**config.mk**
```make
export PLATFORM = sky130hd
export DESIGN_NAME = ofr_ctrl
export DESIGN_NICKNAME = d
export VERILOG_FILES = /design/src/ofr_pkg.sv /design/src/ofr_ctrl.sv
export SDC_FILE = /design/constraint.sdc
export NUM_CORES = 1
export LEC_CHECK = 0
export ABC_AREA = 1
export BUFFER_PORTS_ARGS = -buffer_cell sky130_fd_sc_hd__buf_2
export CORE_MARGIN = 3
export CORE_UTILIZATION = 50
export DETAILED_ROUTE_END_ITERATION = 8
export PLACE_DENSITY = 0.71
export SLEW_MARGIN = 0
export SYNTH_ARGS = -nofsm -noshare
export SYNTH_HDL_FRONTEND = slang
export SYNTH_SLANG_ARGS = --single-unit
export TNS_END_PERCENT = 5
```
**constraint.sdc**
```tcl
create_clock -name clk -period 4.8 [get_ports clk]
set_input_delay 0.24 -clock clk [delete_from_list [all_inputs] [get_ports clk]]
set_output_delay 0.24 -clock clk [all_outputs]
set_load 0.01 [all_outputs]
```
**src/ofr_pkg.sv**
```systemverilog
// Shared types, codes and constants for the overlap-add ring framer.
`timescale 1ns / 1ps
package ofr_pkg;

	localparam int DEF_RING_DEPTH   = 1024;
	localparam int DEF_SAMPLE_BITS  = 24;

	localparam int OPCODE_BITS      = 3;
	localparam int IO_SAMPLE_BITS   = 24;
	localparam int OFFSET_BITS      = 10;
	localparam int COUNT_FIELD_BITS = 11;
	localparam int STATUS_BITS      = 2;

	localparam int CFG_INDEX_BITS   = 1;
	localparam int CFG_DATA_BITS    = 11;

	localparam logic [CFG_INDEX_BITS-1:0] REG_FRAME_LENGTH = 1'b0;
	localparam logic [CFG_INDEX_BITS-1:0] REG_HOP_LENGTH   = 1'b1;

	localparam logic [CFG_DATA_BITS-1:0] FRAME_LENGTH_RESET = 11'd512;
	localparam logic [CFG_DATA_BITS-1:0] HOP_LENGTH_RESET   = 11'd256;

	typedef enum logic [OPCODE_BITS-1:0] {
		OP_WRITE   = 3'd0,
		OP_POP     = 3'd1,
		OP_PEEK    = 3'd2,
		OP_CONSUME = 3'd3,
		OP_OADD    = 3'd4
	} op_t;

	typedef enum logic [STATUS_BITS-1:0] {
		ST_OK        = 2'd0,
		ST_OVERFLOW  = 2'd1,
		ST_UNDERFLOW = 2'd2,
		ST_RANGE     = 2'd3
	} status_t;

	// memory work that an accepted transaction leaves for the second stage
	typedef enum logic [1:0] {
		K_NONE  = 2'd0,
		K_READ  = 2'd1,
		K_WRITE = 2'd2,
		K_OADD  = 2'd3
	} kind_t;

	typedef struct packed {
		logic [OPCODE_BITS-1:0]           opcode;
		logic signed [IO_SAMPLE_BITS-1:0] sample_in;
		logic [OFFSET_BITS-1:0]           frame_offset;
	} in_item_t;

	typedef struct packed {
		logic signed [IO_SAMPLE_BITS-1:0] sample_out;
		logic [COUNT_FIELD_BITS-1:0]      fill_count;
		logic [COUNT_FIELD_BITS-1:0]      free_count;
		logic [STATUS_BITS-1:0]           status;
	} out_item_t;

	typedef struct packed {
		kind_t                       kind;
		status_t                     status;
		logic [COUNT_FIELD_BITS-1:0] fill;
		logic [COUNT_FIELD_BITS-1:0] free;
	} issue_t;

endpackage

```
**src/ofr_ctrl.sv**
```systemverilog
// Configuration registers, ring pointers, fill count and per-operation decisions.
`timescale 1ns / 1ps
module ofr_ctrl #(
	parameter int RING_DEPTH = ofr_pkg::DEF_RING_DEPTH
) (
	input  logic                                clk,
	input  logic                                arst_n,
	input  logic                                cfg_wen,
	input  logic [ofr_pkg::CFG_INDEX_BITS-1:0]  cfg_index,
	input  logic [ofr_pkg::CFG_DATA_BITS-1:0]   cfg_wdata,
	input  logic                                accept,
	input  ofr_pkg::in_item_t                   item,
	output ofr_pkg::issue_t                     issue,
	output logic [$clog2(RING_DEPTH)-1:0]       addr
);
	import ofr_pkg::*;

	localparam int PTR_W = $clog2(RING_DEPTH);
	localparam int CNT_W = $clog2(RING_DEPTH + 1);
	localparam int CMP_W = ((CNT_W > CFG_DATA_BITS) ? CNT_W : CFG_DATA_BITS) + 1;
	localparam int SUM_W = ((PTR_W > CFG_DATA_BITS) ? PTR_W : CFG_DATA_BITS) + 1;
	localparam logic [SUM_W-1:0] DEPTH_S  = SUM_W'(RING_DEPTH);
	localparam logic [PTR_W-1:0] PTR_LAST = PTR_W'(RING_DEPTH - 1);
	localparam logic [CNT_W-1:0] CNT_FULL = CNT_W'(RING_DEPTH);

	logic [CFG_DATA_BITS-1:0] frame_len_q;
	logic [CFG_DATA_BITS-1:0] hop_len_q;
	logic [PTR_W-1:0]         rp_q;
	logic [PTR_W-1:0]         wp_q;
	logic [CNT_W-1:0]         cnt_q;

	logic [PTR_W-1:0] rp_d;
	logic [PTR_W-1:0] wp_d;
	logic [CNT_W-1:0] cnt_d;
	logic [SUM_W-1:0] addr_sum;
	logic [SUM_W-1:0] hop_sum;
	logic [CMP_W-1:0] off_c;
	logic [CMP_W-1:0] fl_c;
	logic [CMP_W-1:0] hop_c;
	logic [CMP_W-1:0] cnt_c;
	logic [CMP_W-1:0] dist_c;
	logic [SUM_W-1:0] dist_s;
	logic [CMP_W-1:0] fill_w;
	logic [CMP_W-1:0] free_w;
	kind_t            kind;
	status_t          st;

	// sums stay below twice the depth whenever the operation is allowed
	function automatic logic [SUM_W-1:0] wrap(input logic [SUM_W-1:0] s);
		return (s >= DEPTH_S) ? s - DEPTH_S : s;
	endfunction

	function automatic logic [PTR_W-1:0] ptr_inc(input logic [PTR_W-1:0] p);
		return (p == PTR_LAST) ? '0 : p + 1'b1;
	endfunction

	always_comb begin
		rp_d     = rp_q;
		wp_d     = wp_q;
		cnt_d    = cnt_q;
		kind     = K_NONE;
		st       = ST_OK;
		addr_sum = '0;
		off_c    = CMP_W'(item.frame_offset);
		fl_c     = CMP_W'(frame_len_q);
		hop_c    = CMP_W'(hop_len_q);
		cnt_c    = CMP_W'(cnt_q);
		dist_c   = fl_c - off_c;
		dist_s   = dist_c[SUM_W-1:0];
		hop_sum  = wrap(SUM_W'(rp_q) + SUM_W'(hop_len_q));
		unique case (item.opcode)
			OP_WRITE: begin
				if (cnt_q == CNT_FULL) begin
					st = ST_OVERFLOW;
				end else begin
					kind     = K_WRITE;
					addr_sum = SUM_W'(wp_q);
					wp_d     = ptr_inc(wp_q);
					cnt_d    = cnt_q + 1'b1;
				end
			end
			OP_POP: begin
				if (cnt_q == '0) begin
					st = ST_UNDERFLOW;
				end else begin
					kind     = K_READ;
					addr_sum = SUM_W'(rp_q);
					rp_d     = ptr_inc(rp_q);
					cnt_d    = cnt_q - 1'b1;
				end
			end
			OP_PEEK: begin
				if (off_c < fl_c && off_c < cnt_c) begin
					kind     = K_READ;
					addr_sum = wrap(SUM_W'(rp_q) + SUM_W'(item.frame_offset));
				end else begin
					st = ST_RANGE;
				end
			end
			OP_CONSUME: begin
				if (hop_c > cnt_c) begin
					st = ST_UNDERFLOW;
				end else begin
					rp_d  = hop_sum[PTR_W-1:0];
					cnt_d = CNT_W'(cnt_c - hop_c);
				end
			end
			OP_OADD: begin
				if (off_c < fl_c && dist_c <= cnt_c) begin
					kind = K_OADD;
					if (SUM_W'(wp_q) >= dist_s) begin
						addr_sum = SUM_W'(wp_q) - dist_s;
					end else begin
						addr_sum = SUM_W'(wp_q) + DEPTH_S - dist_s;
					end
				end else begin
					st = ST_RANGE;
				end
			end
			default: begin
			end
		endcase
		fill_w = CMP_W'(cnt_d);
		free_w = CMP_W'(RING_DEPTH) - fill_w;
	end

	assign addr         = addr_sum[PTR_W-1:0];
	assign issue.kind   = kind;
	assign issue.status = st;
	assign issue.fill   = fill_w[COUNT_FIELD_BITS-1:0];
	assign issue.free   = free_w[COUNT_FIELD_BITS-1:0];

	always_ff @(posedge clk or negedge arst_n) begin
		if (!arst_n) begin
			frame_len_q <= FRAME_LENGTH_RESET;
			hop_len_q   <= HOP_LENGTH_RESET;
		end else if (cfg_wen) begin
			unique case (cfg_index)
				REG_FRAME_LENGTH: frame_len_q <= cfg_wdata;
				REG_HOP_LENGTH:   hop_len_q   <= cfg_wdata;
				default: begin
				end
			endcase
		end
	end

	always_ff @(posedge clk or negedge arst_n) begin
		if (!arst_n) begin
			rp_q  <= '0;
			wp_q  <= '0;
			cnt_q <= '0;
		end else if (accept) begin
			rp_q  <= rp_d;
			wp_q  <= wp_d;
			cnt_q <= cnt_d;
		end
	end

endmodule

```
==> impl_metrics.toml <==
[pwr]
comb_power_share_pct = 66.6
power.share.switching_pct = 53.9
power_per_cell_area_mw_per_mm2 = 471
net-switching-power_uw = 1880
cell_internal_pwr_uw = 1610
power_frac_seq_pct = 22.0
power.share.clock_pct = 11.4
peakVddDrop_mv = 0.300
leakagePower_uw = 0.00397

[synth]
yosysWarnings = 0
synth.top_cell.area_share_pct = 18.8
async_reset_ff_share_pct = 100
count_of_flip_flops_with_a_built_in_enable_after_synthesis = 0
post_synthesis_cell_type_count = 52
ys.flop_type = "sky130_fd_sc_hd__dfrtp_1"
synth_top_cells_by_count = "260 x sky130_fd_sc_hd__nand2_1, 168 x sky130_fd_sc_hd__inv_1, 82 x sky130_fd_sc_hd__nand3_1, 73 x sky130_fd_sc_hd__ha_1, 69 x sky130_fd_sc_hd__o21ai_0"
cell_type_contributing_the_most_total_cell_area_after_synthesis = "sky130_fd_sc_hd__dfrtp_1"
synth.cell_area_mm2 = 0.00679
synth_sequential_area_ratio_pct = 19.6
synth_top_cells_by_area = "sky130_fd_sc_hd__dfrtp_1 19%, sky130_fd_sc_hd__nand2_1 14%, sky130_fd_sc_hd__ha_1 13%"
post-synth-top-count-cell = "sky130_fd_sc_hd__nand2_1"
synthesis.instances = 1038
synth_fp_nets = 1169
syn-mean-instance-area_um2 = 6.54
postSynthRegisterBits = 53

[floorplanning]
die_width_um = 123
design.core.area_mm2 = 0.0129
number_of_rows_in_the_core_area = 41
initial_utilization_pct = 52.5
boundaryPins = 89
design.die.area_mm2 = 0.0150
die_h_um = 123

[worst_setup_path]
launch_point_of_the_critical_path = "frame_len_q[0]"
crit_type = "flip-flop to output pin"
worstPathArrival_ns = 3.93
rr_startpoint = "cnt_q[0]"
worstRegToRegCells = 13
crit_path_end_kind = "output pin"
cp-start-kind = "flip-flop"
critPathMaxFanout = 7
cp.required_ns = 4.56

[sta]
postLayoutSetupSlackWorst_ns = 0.630
setup_tns_ns = 0
finalSetupViolCount = 0
final.setup_skew_ns = 0.00896
timing.max_slew.rel_slack_pct = 47.2
fmax_mhz = 240
finalCritPeriodShare_pct = 86.9
worst_slew_pin_slew_ns = 0.790
final_hold_viol_count = 0
setup_repair_after_global_routing_missed_its_margin = "no"
finalCriticalPeriod_ns = 4.17
finalMaxSlewViolations = 0

[drt]
ant_nets = 0
drc_errors = 0
vias_per_cell = 5.50
dr.pass1.iters = 5
postRouteWirelength_um = 19900
vias = 6977
drt_iter0_markers = 748
wl_per_cell_um = 15.7

[global_routing]
pin_count_of_the_biggest_net_entering_global_routing = 54
number_of_global_route_vias_before_repair = 6352
gr-total-overflow = 0
first_pass_grt_wire_length_um = 32000
grt_usage_pct = 27.3
antenna_found_initial = 0

[clocking]
cts_made_buffers = 5
clock_path_buffers = 2
cts_root_buf = "sky130_fd_sc_hd__clkbuf_16"
worstSkewPairLatency_ns = 0.32
holdBufCountCts = 0
cts.clk_slew.worst_paths_ns = 0.08
cts.sinks = 53
cts_max_level = 2
cts_repair_resize_count = 0
cts_tree = "yes"
post-cts-setup-buffer-count = 0

[place]
post_dp_cell_area_mm2 = 0.00726
buffer_ports.inserted = 64
gpl.final_weighted_congestion = 0.944
place_worst_setup_slack_ns = 1.01
dp_hpwl_um = 15800

[final_layout]
fillCellCount = 1331
postLayoutCellArea_mm2 = 0.00741
postLayoutCoreUtil_pct = 57.3
diodes = 0
design.final.nets = 1227
layout-drive-gt1-share_pct = 11.6
area_delta_synth_final_pct = 9.12

[flow_run]
timing.max_cap.violations = 0

[status]
outcome = "complete, no violations"

[hold_path]
hp-class = "primary input to asynchronous set/reset pin"
through the flow:
step	hold slack, ns	cells	total power [µW]
4_1_cts	0.0882	1269	3460
3_3_place_gp	0.424	1261	3020
3_5_place_dp	0.431	1261	3050
5_1_grt	0.128	1269	3840
6_report	0.0630	1269	3490
2_1_floorplan	-0.0556	1038	2470
worst paths after layout:
path | slack (ns) | to
min in group clk | 0.18 | frame_len_q[9]
max reg2reg | 1.83 | rp_q[6]
max | 0.63 | addr[5]
max in group asynchronous | 4.25 | hop_len_q[2]
min | 0.06 | wp_q[3]
min reg2reg | 0.49 | frame_len_q[0]
sequential cells by signal, summed over array words and instances (netlist names):
register	flops
frame_len_q	11
cnt_q	11
hop_len_q	11
wp_q	10
rp_q	10
kinds of logic after synthesis:
group,share of synthesized area [%]
and+or+nand+nor,34.6
buffers and inverters,11.0
AOI/OAI and AO/OA,14.7
adders and majority gates,14.9
DFF,19.6
xor gates and xnor gates,5.16
cell type report:
| type | count | area, µm² | share of cell area (%) |
|---|---|---|---|
| Sequential cell | 53 | 1330 | 17.9 |
| Timing Repair Buffer | 66 | 335 | 4.53 |
| Inverter | 177 | 669 | 9.03 |
| Clock buffer | 5 | 125 | 1.69 |
| Multi-Input combinational cell | 793 | 4710 | 63.6 |
| Tap cell | 172 | 215 | 2.90 |
| Clock inverter | 3 | 22.5 | 0.304 |
worst max-delay path: stages (launching register included):
cell,delay [ns]
sky130_fd_sc_hd__dfrtp_1,0.38
sky130_fd_sc_hd__inv_1,0.10
sky130_fd_sc_hd__ha_1,0.16
sky130_fd_sc_hd__inv_1,0.07
sky130_fd_sc_hd__fa_1,0.40
sky130_fd_sc_hd__nand3_1,0.10
sky130_fd_sc_hd__nand2_1,0.11
sky130_fd_sc_hd__a31o_2,0.22
sky130_fd_sc_hd__xor2_1,0.30
sky130_fd_sc_hd__inv_1,0.09
sky130_fd_sc_hd__ha_1,0.27
sky130_fd_sc_hd__nand2_1,0.09
sky130_fd_sc_hd__o21a_1,0.12
sky130_fd_sc_hd__nand2_1,0.05
sky130_fd_sc_hd__nand2_1,0.05
sky130_fd_sc_hd__nand2_1,0.04
sky130_fd_sc_hd__nand2_1,0.05
sky130_fd_sc_hd__nand2_1,0.06
sky130_fd_sc_hd__a21oi_2,0.29
sky130_fd_sc_hd__nand3_1,0.27
sky130_fd_sc_hd__o21ai_0,0.24
sky130_fd_sc_hd__buf_2,0.16
layout by cell type, fill, tap and decap left out, types with 3 or more instances in the layout:
cell type	synthesis	layout
sky130_fd_sc_hd__nand2_1	260	260
sky130_fd_sc_hd__inv_1	168	168
sky130_fd_sc_hd__nand3_1	82	82
sky130_fd_sc_hd__ha_1	73	73
sky130_fd_sc_hd__o21ai_0	69	69
sky130_fd_sc_hd__nor2_1	64	64
sky130_fd_sc_hd__buf_2	3	64
sky130_fd_sc_hd__a21oi_1	54	54
sky130_fd_sc_hd__dfrtp_1	51	51
sky130_fd_sc_hd__nand4_1	31	31
sky130_fd_sc_hd__xor2_1	29	29
sky130_fd_sc_hd__nor3_1	13	13
sky130_fd_sc_hd__o22ai_1	13	13
sky130_fd_sc_hd__xnor2_1	11	11
sky130_fd_sc_hd__o21ai_1	11	11
sky130_fd_sc_hd__nand2_2	8	8
sky130_fd_sc_hd__nor2_4	6	6
sky130_fd_sc_hd__inv_2	6	6
sky130_fd_sc_hd__o21bai_1	5	5
sky130_fd_sc_hd__nand3b_1	5	5
sky130_fd_sc_hd__fa_1	5	5
sky130_fd_sc_hd__clkbuf_16	0	5
sky130_fd_sc_hd__or2_2	4	4
sky130_fd_sc_hd__nand3_2	4	4
sky130_fd_sc_hd__nor4_1	4	4
sky130_fd_sc_hd__a22oi_1	4	4
sky130_fd_sc_hd__nand2_4	3	3
sky130_fd_sc_hd__nor2_2	3	3
sky130_fd_sc_hd__nor3_4	3	3
sky130_fd_sc_hd__nand3_4	3	3
sky130_fd_sc_hd__a31oi_1	3	3
power groups by stage:
stage | logic (µW) | clock network (µW) | registers, µW
6_report | 2320 | 397 | 766
2_1_floorplan | 1800 | 0 | 662
3_5_place_dp | 2280 | 0 | 764
5_1_grt | 2650 | 416 | 777
3_3_place_gp | 2250 | 0 | 763
4_1_cts | 2300 | 403 | 755
metal layers:
metal,global-route usage [%],up-vias,wire length [µm]
met5,0,-,0
met4,7.00,0,360
met3,4.79,35,1390
met2,41.7,238,8580
met1,39.8,3165,9590
li1,-,3539,-
Power figures use the tool's default switching activity.
