--- src/ofr_pkg.sv ---
// Shared types, codes and constants for the overlap-add ring framer.
`timescale 1ns / 1ps
package ofr_pkg;

	localparam int DEF_RING_DEPTH   = 1024;
	localparam int DEF_SAMPLE_BITS  = 24;

	localparam int OPCODE_BITS      = 3;
	localparam int IO_SAMPLE_BITS   = 24;
	localparam int OFFSET_BITS      = 10;
	localparam int COUNT_FIELD_BITS = 11;
	localparam int STATUS_BITS      = 2;

	localparam int CFG_INDEX_BITS   = 1;
	localparam int CFG_DATA_BITS    = 11;

	localparam logic [CFG_INDEX_BITS-1:0] REG_FRAME_LENGTH = 1'b0;
	localparam logic [CFG_INDEX_BITS-1:0] REG_HOP_LENGTH   = 1'b1;

	localparam logic [CFG_DATA_BITS-1:0] FRAME_LENGTH_RESET = 11'd512;
	localparam logic [CFG_DATA_BITS-1:0] HOP_LENGTH_RESET   = 11'd256;

	typedef enum logic [OPCODE_BITS-1:0] {
		OP_WRITE   = 3'd0,
		OP_POP     = 3'd1,
		OP_PEEK    = 3'd2,
		OP_CONSUME = 3'd3,
		OP_OADD    = 3'd4
	} op_t;

	typedef enum logic [STATUS_BITS-1:0] {
		ST_OK        = 2'd0,
		ST_OVERFLOW  = 2'd1,
		ST_UNDERFLOW = 2'd2,
		ST_RANGE     = 2'd3
	} status_t;

	// memory work that an accepted transaction leaves for the second stage
	typedef enum logic [1:0] {
		K_NONE  = 2'd0,
		K_READ  = 2'd1,
		K_WRITE = 2'd2,
		K_OADD  = 2'd3
	} kind_t;

	typedef struct packed {
		logic [OPCODE_BITS-1:0]           opcode;
		logic signed [IO_SAMPLE_BITS-1:0] sample_in;
		logic [OFFSET_BITS-1:0]           frame_offset;
	} in_item_t;

	typedef struct packed {
		logic signed [IO_SAMPLE_BITS-1:0] sample_out;
		logic [COUNT_FIELD_BITS-1:0]      fill_count;
		logic [COUNT_FIELD_BITS-1:0]      free_count;
		logic [STATUS_BITS-1:0]           status;
	} out_item_t;

	typedef struct packed {
		kind_t                       kind;
		status_t                     status;
		logic [COUNT_FIELD_BITS-1:0] fill;
		logic [COUNT_FIELD_BITS-1:0] free;
	} issue_t;

endpackage

--- src/ofr_datapath.sv ---
// Second stage: forwarding, saturating arithmetic, write-back and output register.
`timescale 1ns / 1ps
module ofr_datapath #(
	parameter int RING_DEPTH  = ofr_pkg::DEF_RING_DEPTH,
	parameter int SAMPLE_BITS = ofr_pkg::DEF_SAMPLE_BITS
) (
	input  logic                                    clk,
	input  logic                                    arst_n,
	input  logic                                    accept,
	input  ofr_pkg::issue_t                         issue,
	input  logic [$clog2(RING_DEPTH)-1:0]           addr,
	input  logic signed [ofr_pkg::IO_SAMPLE_BITS-1:0] sample_in,
	input  logic [SAMPLE_BITS-1:0]                  rdata,
	output logic                                    mem_we,
	output logic [$clog2(RING_DEPTH)-1:0]           mem_waddr,
	output logic [SAMPLE_BITS-1:0]                  mem_wdata,
	output logic                                    in_ready,
	output logic                                    out_valid,
	input  logic                                    out_ready,
	output ofr_pkg::out_item_t                      out_data
);
	import ofr_pkg::*;

	localparam int PTR_W = $clog2(RING_DEPTH);
	localparam int WB = ((SAMPLE_BITS > IO_SAMPLE_BITS) ? SAMPLE_BITS : IO_SAMPLE_BITS) + 1;
	localparam longint S_HI_L  = (longint'(1) << (SAMPLE_BITS - 1)) - 1;
	localparam longint IO_HI_L = (longint'(1) << (IO_SAMPLE_BITS - 1)) - 1;
	localparam logic signed [WB-1:0] S_HI  = WB'(S_HI_L);
	localparam logic signed [WB-1:0] S_LO  = WB'(-S_HI_L - 1);
	localparam logic signed [WB-1:0] IO_HI = WB'(IO_HI_L);
	localparam logic signed [WB-1:0] IO_LO = WB'(-IO_HI_L - 1);

	logic                             valid_s1;
	issue_t                           issue_s1;
	logic [PTR_W-1:0]                 addr_s1;
	logic signed [IO_SAMPLE_BITS-1:0] sample_s1;
	logic                             fwd_s1;
	logic [SAMPLE_BITS-1:0]           fwd_data_s1;
	logic                             out_valid_q;
	out_item_t                        out_q;

	logic                             advance;
	logic signed [SAMPLE_BITS-1:0]    stored;
	logic signed [WB-1:0]             sum_w;
	logic signed [WB-1:0]             wr_w;
	logic signed [WB-1:0]             rd_w;
	logic [SAMPLE_BITS-1:0]           wdata;
	logic signed [IO_SAMPLE_BITS-1:0] sample_rd;

	function automatic logic signed [WB-1:0] sat(
		input logic signed [WB-1:0] v,
		input logic signed [WB-1:0] hi,
		input logic signed [WB-1:0] lo
	);
		if (v > hi) begin
			return hi;
		end else if (v < lo) begin
			return lo;
		end
		return v;
	endfunction

	assign advance  = valid_s1 && (!out_valid_q || out_ready);
	assign in_ready = !valid_s1 || advance;

	// the entry written back this cycle is read stale by a transaction accepted now
	assign stored = fwd_s1 ? fwd_data_s1 : rdata;

	always_comb begin
		sum_w = WB'(stored) + WB'(sample_s1);
		if (issue_s1.kind == K_OADD) begin
			wr_w = sat(sum_w, S_HI, S_LO);
		end else begin
			wr_w = sat(WB'(sample_s1), S_HI, S_LO);
		end
		wdata = wr_w[SAMPLE_BITS-1:0];
		rd_w  = sat(WB'(stored), IO_HI, IO_LO);
		if (issue_s1.kind == K_READ) begin
			sample_rd = rd_w[IO_SAMPLE_BITS-1:0];
		end else begin
			sample_rd = '0;
		end
	end

	assign mem_we    = advance && (issue_s1.kind == K_WRITE || issue_s1.kind == K_OADD);
	assign mem_waddr = addr_s1;
	assign mem_wdata = wdata;

	always_ff @(posedge clk or negedge arst_n) begin
		if (!arst_n) begin
			valid_s1 <= 1'b0;
		end else if (accept) begin
			valid_s1 <= 1'b1;
		end else if (advance) begin
			valid_s1 <= 1'b0;
		end
	end

	always_ff @(posedge clk) begin
		if (accept) begin
			issue_s1    <= issue;
			addr_s1     <= addr;
			sample_s1   <= sample_in;
			fwd_s1      <= mem_we && (mem_waddr == addr);
			fwd_data_s1 <= mem_wdata;
		end
	end

	always_ff @(posedge clk or negedge arst_n) begin
		if (!arst_n) begin
			out_valid_q <= 1'b0;
		end else if (advance) begin
			out_valid_q <= 1'b1;
		end else if (out_ready) begin
			out_valid_q <= 1'b0;
		end
	end

	always_ff @(posedge clk) begin
		if (advance) begin
			out_q.sample_out <= sample_rd;
			out_q.fill_count <= issue_s1.fill;
			out_q.free_count <= issue_s1.free;
			out_q.status     <= issue_s1.status;
		end
	end

	assign out_valid = out_valid_q;
	assign out_data  = out_q;

endmodule

--- config.mk ---
export PLATFORM = sky130hd
export DESIGN_NAME = ofr_datapath
export DESIGN_NICKNAME = d
export VERILOG_FILES = /design/src/ofr_pkg.sv /design/src/ofr_datapath.sv
export SDC_FILE = /design/constraint.sdc
export NUM_CORES = 1
export LEC_CHECK = 0
export BUFFER_PORTS_ARGS = -buffer_cell sky130_fd_sc_hd__clkbuf_2
export CORE_ASPECT_RATIO = 1.1
export CORE_MARGIN = 1
export CORE_UTILIZATION = 53
export DETAILED_ROUTE_END_ITERATION = 7
export PLACE_DENSITY_LB_ADDON = 0.08
export SLEW_MARGIN = 20
export SYNTH_ARGS = -nofsm -noshare
export SYNTH_HDL_FRONTEND = slang
export SYNTH_SLANG_ARGS = --single-unit
--- constraint.sdc ---
create_clock -name clk -period 5.37 [get_ports clk]
set_input_delay 0.8055 -clock clk [delete_from_list [all_inputs] [get_ports clk]]
set_output_delay 0.8055 -clock clk [all_outputs]
set_load 0.01 [all_outputs]
==> results of run 1 <==
critical path, stage by stage, from the launching register on:
cell	delay (ns)
edfxtp_1	0.47
buf_4	0.21
mux2_2	0.35
ha_1	0.38
a2111oi_4	0.38
o21ai_2	0.15
a2111oi_2	0.35
o21ai_2	0.15
a31oi_2	0.45
o21ai_2	0.23
buf_4	0.25
a211oi_1	0.23
a211o_1	0.16
clkbuf_2	0.14
synthesized netlist by cell type (3+ instances only):
cell type and number:
a2111oi_0 7, a211o_1 11, a211oi_1 17, a21o_1 9
a21oi_1 44, a31oi_1 3, buf_6 4, clkbuf_1 14
edfxtp_1 133, ha_1 24, inv_1 8, mux2_2 24
nand2_1 22, nand2b_1 5, nand3_1 5, nand4_1 3
nor2_1 25, nor2b_1 25, nor3_1 5, nor3_2 8
o211ai_1 11, o21a_1 6, o21ai_0 9, o21ai_1 3
o21ai_2 3, o21bai_1 5, xnor2_1 19, xor2_1 11
repair_timing:
| action | CTS | global route |
|---|---|---|
| setup buffers | 0 | 1 |
| resized for setup | 0 | 1 |
| endpoints found under the setup margin | 0 | 17 |
routing by layer:
layer	track usage	share of wire	wire (um)
met5	0	0	0
met2	0.429	0.48	8150
met3	0.0620	0.063	1060
met4	0.127	0.025	427
met1	0.337	0.43	7280
flip-flops by register name, summed over array words and instances, names as in the netlist:
register and cells:
mem_waddr 10, out_data 48, fwd_data_s1 24, out_valid 1, fwd_s1 1, valid_s1 1, issue_s1 26, sample_s1 24
layout make-up:
type,count,area [um^2]
Clock inverter,13,153
Timing Repair Buffer,186,985
Sequential cell,135,4040
Fill cell,868,3830
Tap cell,154,193
Inverter,8,30.0
Clock buffer,19,433
Multi-Input combinational cell,343,2580
where the power goes:
group	leakage [uW]	total [uW]	internal [uW]	switching [uW]
sequential	0.00132	1310	1270	34.4
clock	0.000280	1170	726	441
combinational	0.00178	718	284	435
per-stage QoR:
step            util  cells  cell area [um^2]  setup slack, ns  hold slack [ns]
4_1_cts        0.686    857              8400           0.0642            0.147
6_report       0.687    858              8410            0.219            0.165
3_3_place_gp   0.638    825              7820            0.450            0.400
5_1_grt        0.687    858              8410         0.000601            0.158
3_5_place_dp   0.638    825              7820            0.417            0.405
2_1_floorplan      -    506              6760            0.914            0.400
final timing paths:
kind | startpoint | to | slack, ns | depth (start not counted)
max in group asynchronous | arst_n | out_valid | 5.10 | 1
min in group clk | issue_s1[12] | out_data[14] | 0.42 | 0
hold / removal | arst_n | valid_s1 | 0.16 | 1
setup / recovery | fwd_s1 | mem_wdata[3] | 0.22 | 13
setup reg to reg | fwd_s1 | fwd_data_s1[3] | 1.37 | 12
hold reg to reg | issue_s1[12] | out_data[14] | 0.42 | 0
cells by family after synthesis:
family	after synthesis	synth area share
AOI/OAI and AO/OA	148	0.158
xor gates and xnor gates	30	0.0389
adders and majority gates	29	0.0537
buffers and inverters	28	0.0207
DFF	135	0.598
muxes	24	0.0400
and+or+nand+nor	112	0.0902
==> results.tsv, run 1 <==
metric	value	unit
layout_common_cells	clkbuf_2 (171), edfxtp_1 (133), a21oi_1 (44)	
die_x	110	um
area_growth	24.5	%
ant_nets	0	
status	finished clean	
hold_path.class	primary input to async pin	
layout_commonest_cell	clkbuf_2	
peakVddDrop	0.370	mV
htreeDepth	4	
dr_total_vias	4980	
finalCriticalPeriod	5.15	ns
timing.final.max_slew_violations	0	
p_total	3190	uW
cts_sinks	135	
skew	0.00725	ns
core_area	12200	um^2
setup_tns	0	ns
leakage	0.00338	uW
setup_viol	0	
cts.root.buffer_cell	clkbuf_16	
clkLatencyLatePin	0.42	ns
synth-main-ff-cell	edfxtp_1	
rows	42	
grt_max_degree	87	
io_pins	173	
timing.final.crit_share	0.959	
antenna_found_initial	0	
overflow	0	
die_y	120	um
clockBufferDepth	2	
grt_usage	0.266	
synthTopCellsByArea	edfxtp_1 (59%), ha_1 (4.4%), mux2_2 (4.0%)	
worstMarginPinSlew	0.800	ns
vias_per_cell	5.80	
start_util	0.552	
place_hpwl	12100	um
drc	0	
drive_gt1_frac	0.371	
totalWireLength	16900	um
port_buffers	172	
path_clk_slew	0.06	ns
endpoint_kind	output port	
netlist-cell-type-count	62	
finalHoldViolations	0	
maxCapViolCount	0	
cts_buffers	17	
cp_max_fo	11	
final_nets	804	
rsz0062_at_grt	false	
ys_ff_latch	135	
post_drt_wl_per_cell	19.7	um
slew_headroom	0.466	
ys_warn_count	0	
cts_tree	built	
seq_area_frac_synth	0.598	
synth_cells	506	
cts_hold_buf	0	
synthArstFlopShare	0.0148	
synth-edff-count	133	
grt_pass1_vias	5045	
dr.first_iter.drc_count	215	
powerDensity	380	nW/um^2
n_antenna_cell	0	
first_pass_iters	5	
synth_area	6760	um^2
syn_nets	619	
netlist.area_leader.share	0.591	
syn_area_per_cell	13.4	um^2
grt_pass1_wl	25600	um
worstSetupPathType	flip-flop to output port	
yosysTopAreaCell	edfxtp_1	
worst_ep_arrival_time	4.35	ns
clock.fmax	0.194	GHz
die_area	13200	um^2
required	4.56	ns
routabilityCongestion	0.899	
startpoint_type	flip-flop	
No activity file was read; power rests on OpenSTA's default activity.
==> run 2, diff against run 1 <==
- CTS_BUF_LIST: default -> sky130_fd_sc_hd__clkbuf_4 sky130_fd_sc_hd__clkbuf_8 sky130_fd_sc_hd__clkbuf_16
==> run 2 against run 1 <==
  * Count of clock-buffer cells in the layout did not move
  * Via count increased by 0.22%
  * Critical path type unchanged
  * Highest routed layer unchanged
  * Sequential cell count did not move
==> results.tsv, run 2 (same netlist as run 1, synthesis figures left out) <==
metric	value	unit
timing.final.max_slew_violations	0	
cp_max_fo	11	
leakage	0.00339	uW
vias_per_cell	5.82	
status	finished clean	
drc	0	
crit_chain	buf_4 -> mux2_2 -> ha_1 -> a2111oi_4 -> o21ai_2 -> a2111oi_2 -> o21ai_2 -> a31oi_2 -> o21ai_2 -> buf_4 -> a211oi_1 -> a211o_1 -> clkbuf_2	
totalWireLength	16900	um
dp_slack	0.417	ns
n_antenna_cell	0	
endpoint_kind	output port	
worst_ep_arrival_time	4.33	ns
dr_total_vias	4991	
grt_usage	0.267	
critPathMaxStageDelay	0.48	ns
powerDensity	380	nW/um^2
finalCriticalPeriod	5.14	ns
worstMarginPinSlew	0.803	ns
clkLatencyLatePin	0.42	ns
cpMostUsedCell	o21ai_2	
die_y	120	um
htreeDepth	4	
place_inst	825	
grt_pass1_vias	5071	
drive_gt1_frac	0.374	
die_x	110	um
critPathSlowestCell	edfxtp_1	
required	4.56	ns
core_area	12200	um^2
r2r_slack	1.38	ns
cts.root.buffer_cell	clkbuf_16	
skew	0.00348	ns
overflow	0	
rows	42	
reg2reg_depth	12	
maxCapViolCount	0	
dr.first_iter.drc_count	245	
worstSetupPathType	flip-flop to output port	
area_growth	24.6	%
setup_viol	0	
io_pins	173	
cts_tree	built	
clockBufferDepth	2	
r2r-start	fwd_s1	
die_area	13200	um^2
place_hpwl	12100	um
cts_buffers	17	
cts_hold_buf	0	
grt_pass1_wl	25800	um
largest_reg_flops	48	
layout_common_cells	clkbuf_2 (171), edfxtp_1 (133), a21oi_1 (44)	
antenna_found_initial	0	
ant_nets	0	
slew_headroom	0.465	
final_nets	804	
post_drt_wl_per_cell	19.7	um
port_buffers	172	
first_pass_iters	5	
reg2reg_to	fwd_data_s1[3]	
setup_tns	0	ns
layout_commonest_cell	clkbuf_2	
stdcell_count	858	
grt_max_degree	87	
startpoint_type	flip-flop	
clock.fmax	0.195	GHz
layout_setup_ws	0.232	ns
cts_sinks	135	
routabilityCongestion	0.899	
timing.final.crit_share	0.957	
start_util	0.552	
finalHoldViolations	0	
hold_path.class	primary input to async pin	
path_clk_slew	0.06	ns
rsz0062_at_grt	false	
peakVddDrop	0.236	mV
-- run 2: cell counts in the layout (fill, tap and decap cells not counted) --
No cell type changed its count.
-- run 2: power by group --
| part | switching (uW) | internal [uW] | total, uW |
|---|---|---|---|
| Combinational | 434 | 284 | 718 |
| Clock | 438 | 736 | 1170 |
| Sequential | 34.5 | 1270 | 1310 |
-- run 2: worst max-delay path by stage --
stage / startpoint / to / slack (ns) / cells past startpoint
after floorplan: fwd_s1 / mem_wdata[0] / 0.91 / 15
after global placement: rdata[0] / mem_wdata[19] / 0.45 / 14
after detailed placement: rdata[0] / mem_wdata[19] / 0.42 / 14
after CTS: fwd_s1 / mem_wdata[19] / 0.07 / 13
after global routing: fwd_s1 / mem_wdata[11] / 0.003 / 13
final: fwd_s1 / mem_wdata[3] / 0.23 / 13
-- run 2: worst max-delay path, delay by kind of cell (launching register included) --
kind	cells	cell delay [ns]
AOI/OAI and AO/OA	8	2.09
adders and majority gates	1	0.38
buffers and inverters	3	0.60
DFF	1	0.48
muxes	1	0.35
-- run 2: layer usage --
| metal | global-route usage | vias up | wire, um |
|---|---|---|---|
| met5 | 0 | - | 0 |
| met4 | 0.122 | 0 | 443 |
| met3 | 0.0588 | 40 | 1130 |
| met2 | 0.434 | 230 | 8150 |
| met1 | 0.339 | 2369 | 7210 |
| li1 | - | 2352 | - |
-- run 2: through the flow --
step,power (uW),hold WS [ns],instance area [um^2],util
after global routing,3330,0.160,8420,0.688
after floorplan,1790,0.400,6760,-
after detailed placement,2040,0.405,7820,0.638
after global placement,2030,0.400,7820,0.638
final,3200,0.166,8420,0.688
after CTS,3210,0.149,8410,0.687
-- run 2: timing repair --
item | CTS | global route
setup buffers | 0 | 1
gates resized for setup | 0 | 1
setup endpoints to repair | 0 | 17
-- run 2: final cells by class --
type | instances | area, um^2
tap | 154 | 193
sequential | 135 | 4040
timing repair buffer | 186 | 985
multi-input combinational | 343 | 2580
inverter | 8 | 30.0
clock inverter | 13 | 153
fill | 868 | 3820
clock buffer | 19 | 440
==> run 3, diff against run 2 <==
- CELL_PAD_IN_SITES_DETAIL_PLACEMENT: default -> 1
- CELL_PAD_IN_SITES_GLOBAL_PLACEMENT: default -> 2
- CORE_UTILIZATION: 53 -> 32
- clock period: 5.37 -> 4.43 ns (I/O delays scaled with it)
==> run 3 against run 2 <==
  * The flow now finishes with violations (setup timing)
  * Via count up 4.9%
  * Global-route usage down 7.4 points
  * Sequential power up 21%
  * Power up 31%
  * Final cell count up 20%
  * Sequential cell count unchanged
  * Utilization down 22 points
  * Register-to-register slack worse by 0.81 ns
  * Largest power group unchanged
==> results.tsv, run 3 (same netlist as run 1, synthesis figures left out) <==
metric	value	unit
slew_headroom	0.444	
post_drt_wl_per_cell	20.0	um
leakage	0.00383	uW
cts_sinks	135	
area_growth	43.0	%
final_nets	877	
routabilityCongestion	0.856	
drc	0	
crit_cells	17	
totalWireLength	20700	um
worstMarginPinSlew	0.834	ns
rsz0062_at_grt	true	
grt_max_degree	87	
cts.root.buffer_cell	clkbuf_16	
seq_area	4040	um^2
drive_gt1_frac	0.490	
reg2reg_to	fwd_data_s1[3]	
port_buffers	172	
rows	55	
layout_commonest_cell	clkbuf_2	
critPathLaunch	fwd_s1	
grt_pass1_wl	31600	um
io_pins	173	
required	3.77	ns
timing.final.crit_share	1.05	
die_y	154	um
cp_max_fo	6	
powerDensity	435	nW/um^2
clock.fmax	0.216	GHz
dr.first_iter.drc_count	170	
crit_path_end	mem_wdata[6]	
critPathSlowestCell	edfxtp_1	
dp_slack	-0.275	ns
overflow	0	
clkLatencyLatePin	0.42	ns
startpoint_type	flip-flop	
crit_buf_inv	7	
die_x	141	um
antenna_found_initial	0	
finalCriticalPeriod	4.63	ns
cpMostUsedCell	buf_6	
num-fill-cells	2207	
r2r-start	fwd_s1	
timing.final.max_slew_violations	0	
cts_buffers	17	
path_delay_family	compound AO/OA/AOI/OAI gates	
die_area	21700	um^2
first_pass_iters	4	
grt_usage	0.193	
p_switching	1280	uW
skew	0.00901	ns
p_total	4210	uW
endpoint_kind	output port	
p_int	2930	uW
path_clk_slew	0.06	ns
setup_viol	23	
status	complete, but fails checks	
pwr-share-comb	0.284	
htreeDepth	4	
critPathMaxStageDelay	0.42	ns
cts_tree	built	
grt_pass1_vias	5720	
seqPwrFrac	0.378	
worst_ep_arrival_time	3.97	ns
violations	setup timing	
cts_hold_buf	0	
layout_common_cells	clkbuf_2 (157), edfxtp_1 (133), buf_4 (67)	
finalHoldViolations	0	
setup_tns	-3.25	ns
maxCapViolCount	0	
start_util	0.327	
dr_total_vias	5237	
clockBufferDepth	2	
n_antenna_cell	0	
clkPwrFrac	0.338	
r2r_slack	0.57	ns
peakVddDrop	0.276	mV
reg2reg_depth	17	
place_hpwl	14700	um
vias_per_cell	5.07	
multi_input_comb_area	3030	um^2
largest_reg_flops	48	
core_area	20600	um^2
layout_setup_ws	-0.201	ns
worstSetupPathType	flip-flop to output port	
swShare	0.303	
hold_path.class	primary input to async pin	
ant_nets	0	
crit_chain	buf_6 -> buf_12 -> mux2_4 -> ha_4 -> buf_6 -> o211ai_1 -> buf_4 -> a21oi_4 -> a2111oi_4 -> o21ai_2 -> a31o_1 -> buf_6 -> a21oi_4 -> buf_6 -> a2111oi_4 -> a211o_1 -> buf_2	
==> run 3: cell count changes in the layout (fill, tap and decap cells not counted), moves of 11 or more <==
cell | before | now
buf_4 | 13 | 67
clkbuf_2 | 171 | 157
buf_2 | 0 | 11
buf_6 | 1 | 19
ha_4 | 0 | 11
ha_1 | 24 | 12
==> run 3: worst min-delay path by stage <==
stage                  from           end  cells after the start  slack [ns]
6_report             arst_n     out_valid                      1        0.02
5_1_grt              arst_n     out_valid                      1       0.002
3_3_place_gp   issue_s1[21]  out_data[23]                      0        0.40
2_1_floorplan        arst_n     out_valid                      0        0.37
3_5_place_dp   issue_s1[19]  out_data[21]                      0        0.41
4_1_cts              arst_n      valid_s1                      1      0.0008
==> run 3: through the flow <==
step | instances | cell area (um^2) | util | hold slack [ns]
2_1_floorplan | 506 | 6760 | - | 0.369
3_3_place_gp | 977 | 8320 | 0.403 | 0.401
3_5_place_dp | 977 | 8320 | 0.403 | 0.406
4_1_cts | 1027 | 9460 | 0.458 | 0.000840
5_1_grt | 1033 | 9670 | 0.468 | 0.00242
6_report | 1033 | 9670 | 0.468 | 0.0193
==> run 3: layout make-up <==
class	instances	area share
Sequential cell	135	0.418
Clock inverter	13	0.0151
Inverter	8	0.00311
Tap cell	256	0.0331
Timing Repair Buffer	259	0.171
Multi-Input combinational cell	343	0.314
Clock buffer	19	0.0456
==> run 3: power by group through the flow <==
stage | logic, uW | registers, uW | clock network (uW)
final | 1190 | 1590 | 1420
after CTS | 1130 | 1590 | 1470
after global placement | 981 | 1610 | 0
after detailed placement | 989 | 1610 | 0
after floorplan | 540 | 1630 | 0
after global routing | 1290 | 1600 | 1520
==> run 3: repair_timing <==
action                                  CTS  global route
pin swaps                                39            30
endpoints found under the hold margin     0             0
resized for setup                        81            36
endpoints found under the setup margin   24            24
gates cloned                              2             0
setup buffers                            16             6
==> run 3: layer usage <==
metal	global-route usage	part of all wire	up-vias	wire (um)
met5	0	0	-	0
met4	0.0668	0.013	0	276
met3	0.0350	0.043	21	882
met2	0.332	0.49	151	10100
met1	0.244	0.46	2572	9470
li1	-	-	2493	-
